## src/design/fpba_pkg.sv

```systemverilog
package fpba_pkg;

  localparam int MAX_BLOCKS_DEF = 16;

  localparam int CMD_W      = 2;
  localparam int SIZE_W     = 16;
  localparam int ST_W       = 2;
  localparam int BIDX_W     = 4;
  localparam int CNT_CFG_W  = 5;
  localparam int CFG_IDX_W  = 2;
  localparam int CFG_DATA_W = 16;

  localparam logic [CNT_CFG_W-1:0] RST_BLOCK_COUNT = 5'd8;
  localparam logic [SIZE_W-1:0]    RST_FIRST_SIZE  = 16'd1000;
  localparam logic [SIZE_W-1:0]    RST_SIZE_STEP   = 16'd100;

  typedef enum logic [CMD_W-1:0] {
    CMD_FIRST  = 2'd0,
    CMD_BEST   = 2'd1,
    CMD_WORST  = 2'd2,
    CMD_REINIT = 2'd3
  } cmd_t;

  typedef enum logic [ST_W-1:0] {
    ST_GRANTED = 2'd0,
    ST_NOFIT   = 2'd1,
    ST_REINIT  = 2'd2
  } status_t;

  typedef enum logic [CFG_IDX_W-1:0] {
    REG_BLOCK_COUNT = 2'd0,
    REG_FIRST_SIZE  = 2'd1,
    REG_SIZE_STEP   = 2'd2
  } cfg_reg_t;

  // best candidate so far, handed from cell to cell
  typedef struct packed {
    logic              found;
    logic [SIZE_W-1:0] free_amt;
    logic [SIZE_W-1:0] alloc_amt;
  } cand_t;

  // table update broadcast to all cells
  typedef struct packed {
    logic              reinit;
    logic              grant;
    logic [SIZE_W-1:0] size;
  } upd_t;

  // free amount of block i after reset: first size minus i times step, floor at 0
  function automatic logic [SIZE_W-1:0] rst_free(input int i);
    longint dec;
    dec = longint'(i) * longint'(RST_SIZE_STEP);
    if (dec >= longint'(RST_FIRST_SIZE)) return '0;
    return SIZE_W'(longint'(RST_FIRST_SIZE) - dec);
  endfunction

endpackage

```

## src/design/fpba_ifs.sv

```systemverilog
interface fpba_in_if;
  logic                        valid;
  logic                        ready;
  logic [fpba_pkg::CMD_W-1:0]  cmd;
  logic [fpba_pkg::SIZE_W-1:0] request_size;

  modport source (output valid, output cmd, output request_size, input ready);
  modport sink   (input valid, input cmd, input request_size, output ready);
endinterface

interface fpba_out_if;
  logic                        valid;
  logic                        ready;
  logic [fpba_pkg::ST_W-1:0]   status;
  logic [fpba_pkg::BIDX_W-1:0] block_index;
  logic [fpba_pkg::SIZE_W-1:0] remaining_free;
  logic [fpba_pkg::SIZE_W-1:0] allocated_total;

  modport source (output valid, output status, output block_index,
                  output remaining_free, output allocated_total, input ready);
  modport sink   (input valid, input status, input block_index,
                  input remaining_free, input allocated_total, output ready);
endinterface

interface fpba_cfg_if;
  logic                            valid;
  logic                            ready;
  logic [fpba_pkg::CFG_IDX_W-1:0]  index;
  logic [fpba_pkg::CFG_DATA_W-1:0] data;

  modport source (output valid, output index, output data, input ready);
  modport sink   (input valid, input index, input data, output ready);
endinterface

```

## src/design/fpba_cell.sv

```systemverilog
module fpba_cell #(
  parameter int IDX    = 0,
  parameter int IDX_W  = 4,
  parameter int NW     = 5
) (
  input  logic                        clk,
  input  logic                        rst_n,
  input  logic [NW-1:0]               n_eff,
  input  fpba_pkg::cmd_t              cmd,
  input  logic [fpba_pkg::SIZE_W-1:0] req_size,
  input  logic [fpba_pkg::SIZE_W-1:0] step,
  input  logic [fpba_pkg::SIZE_W-1:0] init_in,
  output logic [fpba_pkg::SIZE_W-1:0] init_out_r,
  input  fpba_pkg::cand_t             cand_in,
  input  logic [IDX_W-1:0]            cand_in_idx,
  output fpba_pkg::cand_t             cand_out_r,
  output logic [IDX_W-1:0]            cand_out_idx_r,
  input  fpba_pkg::upd_t              upd,
  input  logic [IDX_W-1:0]            upd_idx
);
  import fpba_pkg::*;

  localparam logic [SIZE_W-1:0] FREE_RST = rst_free(IDX);
  localparam logic [IDX_W-1:0]  MY_IDX   = IDX_W'(IDX);

  logic [SIZE_W-1:0] free_r, free_nxt;
  logic [SIZE_W-1:0] alloc_r, alloc_nxt;
  logic              active, fits, take;
  cand_t             cand_nxt;
  logic [IDX_W-1:0]  cand_idx_nxt;
  logic [SIZE_W-1:0] init_nxt;

  assign active = (n_eff > NW'(IDX));
  assign fits   = active && (free_r >= req_size);

  always_comb begin
    take = 1'b0;
    case (cmd)
      CMD_FIRST: take = fits && !cand_in.found;
      CMD_BEST:  take = fits && (!cand_in.found || free_r <= cand_in.free_amt);
      CMD_WORST: take = fits && (!cand_in.found || free_r >= cand_in.free_amt);
      default:   take = 1'b0;
    endcase
  end

  always_comb begin
    cand_nxt     = cand_in;
    cand_idx_nxt = cand_in_idx;
    if (take) begin
      cand_nxt.found     = 1'b1;
      cand_nxt.free_amt  = free_r;
      cand_nxt.alloc_amt = alloc_r;
      cand_idx_nxt       = MY_IDX;
    end
  end

  // saturating subtract; chained over cells this gives first - i*step floored at 0
  assign init_nxt = (init_in > step) ? (init_in - step) : '0;

  always_comb begin
    free_nxt  = free_r;
    alloc_nxt = alloc_r;
    if (upd.reinit) begin
      free_nxt  = init_in;
      alloc_nxt = '0;
    end else if (upd.grant && upd_idx == MY_IDX) begin
      free_nxt  = free_r - upd.size;
      alloc_nxt = alloc_r + upd.size;
    end
  end

  always_ff @(posedge clk) begin
    if (!rst_n) begin
      free_r  <= FREE_RST;
      alloc_r <= '0;
    end else begin
      free_r  <= free_nxt;
      alloc_r <= alloc_nxt;
    end
  end

  always_ff @(posedge clk) begin
    cand_out_r     <= cand_nxt;
    cand_out_idx_r <= cand_idx_nxt;
    init_out_r     <= init_nxt;
  end

endmodule

```

## src/design/fit_policy_block_allocator.sv

```systemverilog
// Block allocator with first, best and worst fit policies.
// Channels: in_ch takes a word of {cmd, request_size}; out_ch returns one word
// of {status, block_index, remaining_free, allocated_total} per input word;
// cfg_ch writes block_count, first_block_size and size_step (always ready).
// Write configuration only while the block is idle.
// The table sits in a row of MAX_BLOCKS cells. A candidate record walks down
// the row one cell per cycle, each cell replacing it when its own block is a
// better pick; a reload value walks down the same way for reinitialize.
// The walk over the row of cells runs in S_SCAN; S_UPD then commits the table
// update and loads the result. One word is in work at a time and the block
// returns to the idle state before taking the next word.
// The result waits in an output register; the next word is accepted while it
// waits, but its table update and result hold until out_ch takes the old one.
// Reset: registers return to 8 / 1000 / 100 and block i holds
// 1000 - 100*i (floor 0) free, 0 allocated; ready for a word right after reset.
module fit_policy_block_allocator #(
  parameter int MAX_BLOCKS = fpba_pkg::MAX_BLOCKS_DEF
) (
  input  logic       clk,
  input  logic       rst_n,
  fpba_in_if.sink    in_ch,
  fpba_out_if.source out_ch,
  fpba_cfg_if.sink   cfg_ch
);
  import fpba_pkg::*;

  localparam int IDX_W = (MAX_BLOCKS > 1) ? $clog2(MAX_BLOCKS) : 1;
  localparam int NW    = $clog2(MAX_BLOCKS + 1);

  typedef enum logic [2:0] {
    S_IDLE = 3'b001,
    S_SCAN = 3'b010,
    S_UPD  = 3'b100
  } state_t;

  state_t                 state_r, state_nxt;
  logic [IDX_W-1:0]       cnt_r, cnt_nxt;
  cmd_t                   cmd_r;
  logic [SIZE_W-1:0]      size_r;
  logic [CNT_CFG_W-1:0]   block_count_r;
  logic [SIZE_W-1:0]      first_size_r;
  logic [SIZE_W-1:0]      step_r;
  logic [NW-1:0]          n_eff;

  logic                   out_valid_r, out_valid_nxt;
  status_t                out_status_r;
  logic [BIDX_W-1:0]      out_idx_r;
  logic [SIZE_W-1:0]      out_free_r;
  logic [SIZE_W-1:0]      out_alloc_r;

  logic                   in_fire, commit;
  upd_t                   upd;
  cand_t                  last_cand;
  logic [IDX_W-1:0]       last_idx;
  logic [31:0]            last_idx_ext;

  cand_t                  cand   [MAX_BLOCKS+1];
  logic [IDX_W-1:0]       cidx   [MAX_BLOCKS+1];
  logic [SIZE_W-1:0]      init_c [MAX_BLOCKS+1];

  assign in_ch.ready = (state_r == S_IDLE);
  assign in_fire     = in_ch.valid && in_ch.ready;
  assign cfg_ch.ready = 1'b1;

  always_comb begin
    if (block_count_r == '0)
      n_eff = NW'(1);
    else if (32'(block_count_r) > 32'(MAX_BLOCKS))
      n_eff = NW'(MAX_BLOCKS);
    else
      n_eff = NW'(block_count_r);
  end

  always_ff @(posedge clk) begin
    if (!rst_n) begin
      block_count_r <= RST_BLOCK_COUNT;
      first_size_r  <= RST_FIRST_SIZE;
      step_r        <= RST_SIZE_STEP;
    end else if (cfg_ch.valid) begin
      case (cfg_reg_t'(cfg_ch.index))
        REG_BLOCK_COUNT: block_count_r <= cfg_ch.data[CNT_CFG_W-1:0];
        REG_FIRST_SIZE:  first_size_r  <= cfg_ch.data[SIZE_W-1:0];
        REG_SIZE_STEP:   step_r        <= cfg_ch.data[SIZE_W-1:0];
        default: ;
      endcase
    end
  end

  // row of cells
  assign cand[0]   = '0;
  assign cidx[0]   = '0;
  assign init_c[0] = first_size_r;

  for (genvar g = 0; g < MAX_BLOCKS; g++) begin : g_cell
    fpba_cell #(
      .IDX   (g),
      .IDX_W (IDX_W),
      .NW    (NW)
    ) u_cell (
      .clk            (clk),
      .rst_n          (rst_n),
      .n_eff          (n_eff),
      .cmd            (cmd_r),
      .req_size       (size_r),
      .step           (step_r),
      .init_in        (init_c[g]),
      .init_out_r     (init_c[g+1]),
      .cand_in        (cand[g]),
      .cand_in_idx    (cidx[g]),
      .cand_out_r     (cand[g+1]),
      .cand_out_idx_r (cidx[g+1]),
      .upd            (upd),
      .upd_idx        (cidx[MAX_BLOCKS])
    );
  end

  assign last_cand    = cand[MAX_BLOCKS];
  assign last_idx     = cidx[MAX_BLOCKS];
  assign last_idx_ext = 32'(last_idx);

  // result may only be written once the previous one is gone
  assign commit = (state_r == S_UPD) && (!out_valid_r || out_ch.ready);

  always_comb begin
    upd        = '0;
    upd.size   = size_r;
    if (commit) begin
      upd.reinit = (cmd_r == CMD_REINIT);
      upd.grant  = (cmd_r != CMD_REINIT) && last_cand.found;
    end
  end

  always_comb begin
    state_nxt = state_r;
    cnt_nxt   = cnt_r;
    case (state_r)
      S_IDLE: begin
        cnt_nxt = '0;
        if (in_fire) state_nxt = S_SCAN;
      end
      S_SCAN: begin
        cnt_nxt = cnt_r + 1'b1;
        if (cnt_r == IDX_W'(MAX_BLOCKS - 1)) state_nxt = S_UPD;
      end
      S_UPD: begin
        if (commit) state_nxt = S_IDLE;
      end
      default: state_nxt = S_IDLE;
    endcase
  end

  always_comb begin
    out_valid_nxt = out_valid_r;
    if (out_valid_r && out_ch.ready) out_valid_nxt = 1'b0;
    if (commit) out_valid_nxt = 1'b1;
  end

  always_ff @(posedge clk) begin
    if (!rst_n) begin
      state_r     <= S_IDLE;
      cnt_r       <= '0;
      out_valid_r <= 1'b0;
    end else begin
      state_r     <= state_nxt;
      cnt_r       <= cnt_nxt;
      out_valid_r <= out_valid_nxt;
    end
  end

  always_ff @(posedge clk) begin
    if (in_fire) begin
      cmd_r  <= cmd_t'(in_ch.cmd);
      size_r <= in_ch.request_size;
    end
    if (commit) begin
      if (cmd_r == CMD_REINIT) begin
        out_status_r <= ST_REINIT;
        out_idx_r    <= '0;
        out_free_r   <= '0;
        out_alloc_r  <= '0;
      end else if (last_cand.found) begin
        out_status_r <= ST_GRANTED;
        out_idx_r    <= last_idx_ext[BIDX_W-1:0];
        out_free_r   <= last_cand.free_amt - size_r;
        out_alloc_r  <= last_cand.alloc_amt + size_r;
      end else begin
        out_status_r <= ST_NOFIT;
        out_idx_r    <= '0;
        out_free_r   <= '0;
        out_alloc_r  <= '0;
      end
    end
  end

  assign out_ch.valid           = out_valid_r;
  assign out_ch.status          = out_status_r;
  assign out_ch.block_index     = out_idx_r;
  assign out_ch.remaining_free  = out_free_r;
  assign out_ch.allocated_total = out_alloc_r;

endmodule

```

## src/flat_wrapper.sv

```systemverilog
// flat-port wrapper written by rule: the top's interface ports become plain ports
module fit_policy_block_allocator_flat import fpba_pkg::*;
#(
  parameter int MAX_BLOCKS = fpba_pkg::MAX_BLOCKS_DEF
)
  (clk, rst_n, in_ch_valid, in_ch_cmd, in_ch_request_size, in_ch_ready, out_ch_valid, out_ch_status, out_ch_block_index, out_ch_remaining_free, out_ch_allocated_total, out_ch_ready, cfg_ch_valid, cfg_ch_index, cfg_ch_data, cfg_ch_ready);
  fpba_in_if in_ch_i ();
  fpba_out_if out_ch_i ();
  fpba_cfg_if cfg_ch_i ();
  input  logic clk;
  input  logic rst_n;
  input wire logic [$bits(in_ch_i.valid)-1:0] in_ch_valid;
  input wire logic [$bits(in_ch_i.cmd)-1:0] in_ch_cmd;
  input wire logic [$bits(in_ch_i.request_size)-1:0] in_ch_request_size;
  output wire logic [$bits(in_ch_i.ready)-1:0] in_ch_ready;
  output wire logic [$bits(out_ch_i.valid)-1:0] out_ch_valid;
  output wire logic [$bits(out_ch_i.status)-1:0] out_ch_status;
  output wire logic [$bits(out_ch_i.block_index)-1:0] out_ch_block_index;
  output wire logic [$bits(out_ch_i.remaining_free)-1:0] out_ch_remaining_free;
  output wire logic [$bits(out_ch_i.allocated_total)-1:0] out_ch_allocated_total;
  input wire logic [$bits(out_ch_i.ready)-1:0] out_ch_ready;
  input wire logic [$bits(cfg_ch_i.valid)-1:0] cfg_ch_valid;
  input wire logic [$bits(cfg_ch_i.index)-1:0] cfg_ch_index;
  input wire logic [$bits(cfg_ch_i.data)-1:0] cfg_ch_data;
  output wire logic [$bits(cfg_ch_i.ready)-1:0] cfg_ch_ready;
  assign in_ch_i.valid = in_ch_valid;
  assign in_ch_i.cmd = in_ch_cmd;
  assign in_ch_i.request_size = in_ch_request_size;
  assign in_ch_ready = in_ch_i.ready;
  assign out_ch_valid = out_ch_i.valid;
  assign out_ch_status = out_ch_i.status;
  assign out_ch_block_index = out_ch_i.block_index;
  assign out_ch_remaining_free = out_ch_i.remaining_free;
  assign out_ch_allocated_total = out_ch_i.allocated_total;
  assign out_ch_i.ready = out_ch_ready;
  assign cfg_ch_i.valid = cfg_ch_valid;
  assign cfg_ch_i.index = cfg_ch_index;
  assign cfg_ch_i.data = cfg_ch_data;
  assign cfg_ch_ready = cfg_ch_i.ready;
  fit_policy_block_allocator #(.MAX_BLOCKS(MAX_BLOCKS)) u_core (.clk(clk), .rst_n(rst_n), .in_ch(in_ch_i), .out_ch(out_ch_i), .cfg_ch(cfg_ch_i));
endmodule
```

## config.mk

```make
export PLATFORM = sky130hd
export DESIGN_NAME = fit_policy_block_allocator_flat
export DESIGN_NICKNAME = d
export VERILOG_FILES = /design/src/design/fpba_pkg.sv /design/src/design/fpba_ifs.sv /design/src/design/fpba_cell.sv /design/src/design/fit_policy_block_allocator.sv /design/src/flat_wrapper.sv
export SDC_FILE = /design/constraint.sdc
export NUM_CORES = 2
export LEC_CHECK = 0
export ABC_CLOCK_PERIOD_IN_PS = 14400
export BUFFER_PORTS_ARGS = -buffer_cell sky130_fd_sc_hd__buf_2
export CORE_MARGIN = 8
export CORE_UTILIZATION = 40
export DETAILED_ROUTE_END_ITERATION = 16
export GPL_ROUTABILITY_DRIVEN = 0
export GPL_TIMING_DRIVEN = 1
export PLACE_DENSITY_LB_ADDON = 0.2
export SLEW_MARGIN = 20
export SYNTH_ARGS = -nofsm -noshare
export SYNTH_HDL_FRONTEND = slang
export SYNTH_SLANG_ARGS = --single-unit
```

## constraint.sdc

```tcl
create_clock -name clk -period 14.4 [get_ports clk]
set_input_delay 0.72 -clock clk [delete_from_list [all_inputs] [get_ports clk]]
set_output_delay 0.72 -clock clk [all_outputs]
set_load 0.01 [all_outputs]
```

==> results.cfg <==
[pwr]
leakagePower_nw = 41.24
ir_drop_uv = 112.1
p_seq_share_pct = 36.5
power_density_nw_per_um2 = 131.9
combPwrFrac_pct = 28.2
p_clk_share_pct = 35.3
swShare_pct = 33.60
power.internal_mw = 8.489
p_switching_mw = 4.295

[clocking]
cts_inserted_buffers = 165
cts.path.max_buffers = 3
cts_root_buf = clkbuf_16
cts.clk_slew.worst_paths_ns = 0.06
clkSinkCount = 1430
cts_tree = built
htreeDepth = 4
cts-resized-gates = 0
cts_setup_buffers = 0
clk_latency_ns = 0.83
hold_buffers = 6

[worst_setup_path]
slowest_stage = a221oi_4
start_kind = flop
cpMostUsedCell = buf_4
cp_data_arrival_time_ns = 5.60
crit_chain = buf_4 > clkinv_2 > buf_4 > ha_1 > nand4_1 > or4_1 > a311oi_1 > o21ai_1 > a221oi_4 > buf_4 > mux2_2
cp_max_fo = 22
required_ns = 15.09
crit_type = reg2reg
end_kind = flop
critPathMaxStageDelay_ns = 0.60

[drt]
via_count = 74420
wl_per_cell_um = 22.77
vias_per_cell = 5.770
finalWirelength_mm = 293.7
ant_nets = 0
dr.pass1.iters = 6
first_iter_violations = 6124
drc = 0

[global_routing]
gr-total-overflow = 0
grt_pass1_wl_mm = 437.1
grt_pass1_vias = 71880
grtUsageMet3_pct = 3.588
grt_antenna_before_repair = 9
globalRouteMet2Util_pct = 40.04
grt_use_total_pct = 24.25
use_met1_pct = 30.78
busiest_layer = met2
grt_max_degree = 144

[logic_synthesis]
avgSynthCellArea_um2 = 8.882
synth_top_cell_area_share_pct = 31.63
synth_warnings = 0
syn_nets = 10890
async_flop_share_pct = 0
ys_ff_latch = 1430
synth_ff_type = dfxtp_1
ys_seq_area_share_pct = 33.57
synth_area_um2 = 86950
yosysTopAreaCell = dfxtp_1
synth_edf_count = 56
yosysMostFrequentCell = dfxtp_1
synth_common_cells = 1374 x dfxtp_1, 1010 x ha_1, 817 x nand2_1
synth_top_cells_by_area = dfxtp_1 32%, ha_1 15%, mux2_2 5.8%, a21oi_1 4.6%, nand2_1 3.5%
netlist_instances = 9790
ys_types = 98

[timing]
fin_crit_sh_pct = 34.12
timing.hold.ws_ns = 0.08648
timing.final.crit_period_ns = 4.913
slew_viol_final = 0
tightest_slew_ns = 1.249
rsz0062_at_grt = false
fmax_mhz = 203.6
finClkSkew_ns = 0.03313
relSlewSlack_pct = 16.40
tns_ns = 0
setup_viol = 0
hold_violations = 0

[die]
ios = 82
die_x_um = 482.2
die-area_um2 = 232600
initial_core_util_pct = 40.16
die_y_um = 482.2
row_count = 171
core-area_um2 = 216500

[cells_and_area]
final_net_count = 10980
layout-drive-gt1-share_pct = 10.83
design_area_um2 = 96890
finish.utilization_pct = 44.75
fin_cells = 12900
synthToLayoutAreaGrowth_pct = 11.43

[hold_path]
hold_path_class = in2reg

[placement]
hpwl_mm = 213.1
dpl_cell_area_um2 = 90910
placed_cells = 12560
port_buffers = 80

[status]
status = finished, final reports clean

[job]
cap_viol_max_count = 0
-- final timing paths --
path	endpoint	cells past startpoint	start	slack [ns]
max	u_core.g_cell[2].u_cell.cand_out_r[9]$_DFF_P_	11	u_core.size_r[1]$_DFFE_PP_	9.49
max reg2reg	u_core.g_cell[2].u_cell.cand_out_r[9]$_DFF_P_	11	u_core.size_r[1]$_DFFE_PP_	9.49
min reg2reg	u_core.g_cell[10].u_cell.cand_out_idx_r[3]$_SDFF_PP1_	1	u_core.g_cell[9].u_cell.cand_out_idx_r[3]$_SDFF_PP1_	0.41
min	u_core.size_r[11]$_DFFE_PP_	1	in_ch_request_size[11]	0.09
-- power by group through the flow --
stage,clock (mW),sequential (mW),combinational (mW)
finish,4.51,4.67,3.60
global route,4.76,4.68,4.01
CTS,4.60,4.66,3.57
detailed placement,0,4.75,3.54
global placement,0,4.75,3.48
floorplan,0,4.54,2.72
-- per-stage QoR --
stage               power [mW]  worst slack, ns
floorplan                7.251            9.594
global placement         8.232            9.596
detailed placement       8.289            9.574
CTS                      12.83            9.545
global route             13.45            9.424
finish                   12.78            9.487
-- registers in the layout (all words and copies together), names as in the netlist, 2 cells and up --
| name | cells |
|---|---|
| u_core.out_ch.remaining_free | 16 |
| u_core.g_cell.u_cell.init_out_r | 240 |
| u_core.g_cell.u_cell.free_r | 256 |
| u_core.step_r | 16 |
| u_core.g_cell.u_cell.alloc_r | 256 |
| u_core.first_size_r | 16 |
| u_core.out_ch.block_index | 4 |
| u_core.cmd_r | 2 |
| u_core.g_cell.u_cell.cand_out_idx_r | 49 |
| u_core.out_ch.status | 2 |
| u_core.size_r | 16 |
| u_core.block_count_r | 5 |
| u_core.cnt_r | 4 |
| u_core.out_ch.allocated_total | 16 |
| u_core.g_cell.u_cell.cand_out_r | 528 |
| u_core.state_r | 3 |
-- worst max-delay path: cells and delay by family, from the launching register on --
family,cells,cell delay (ns)
compound gates,3,1.14
fa+ha+maj,1,0.34
buf+inv,4,1.92
flops,1,0.32
mux,1,0.39
simple gates,2,0.58
-- cell type report --
class / count / area (µm²)
Clock inverter: 80 / 1070
Timing Repair Buffer: 230 / 1593
Inverter: 506 / 1906
Clock buffer: 224 / 4746
Fill cell: 20850 / 119600
Tap cell: 2854 / 3571
Sequential cell: 1430 / 29190
Antenna cell: 27 / 67.56
Multi-Input combinational cell: 7547 / 54750
-- layer usage --
layer  share of wire (%)  wire length, µm
met5                   0                0
met4                 5.6            16480
met3                 5.9            17390
met2                  45           133000
met1                  43           126800
-- cells by family (layout without fill, tap and decap cells) --
group | Yosys count | after routing | synth area share [%]
AOI/OAI and AO/OA | 2624 | 2624 | 19.61
xor gates and xnor gates | 500 | 500 | 5.036
adders and majority gates | 1059 | 1059 | 15.66
buffers and inverters | 813 | 1040 | 3.655
DFF | 1430 | 1430 | 33.57
muxes | 520 | 520 | 6.774
other | 1 | 28 | 0.004313
and+or+nand+nor | 2843 | 2843 | 15.70
-- cells in the final DEF, fill, tap and decap left out, types with 169 or more instances in the layout --
cell	n
xnor2_1	311
nor3_1	200
dfxtp_1	1372
nor2_1	742
ha_1	1009
clkbuf_16	169
nor2b_1	208
xor2_1	189
a21oi_1	796
a21o_1	329
nand2_1	815
mux2_2	448
nand3_1	195
inv_1	501
o21ai_0	452
(Power assumes the default switching activity.)
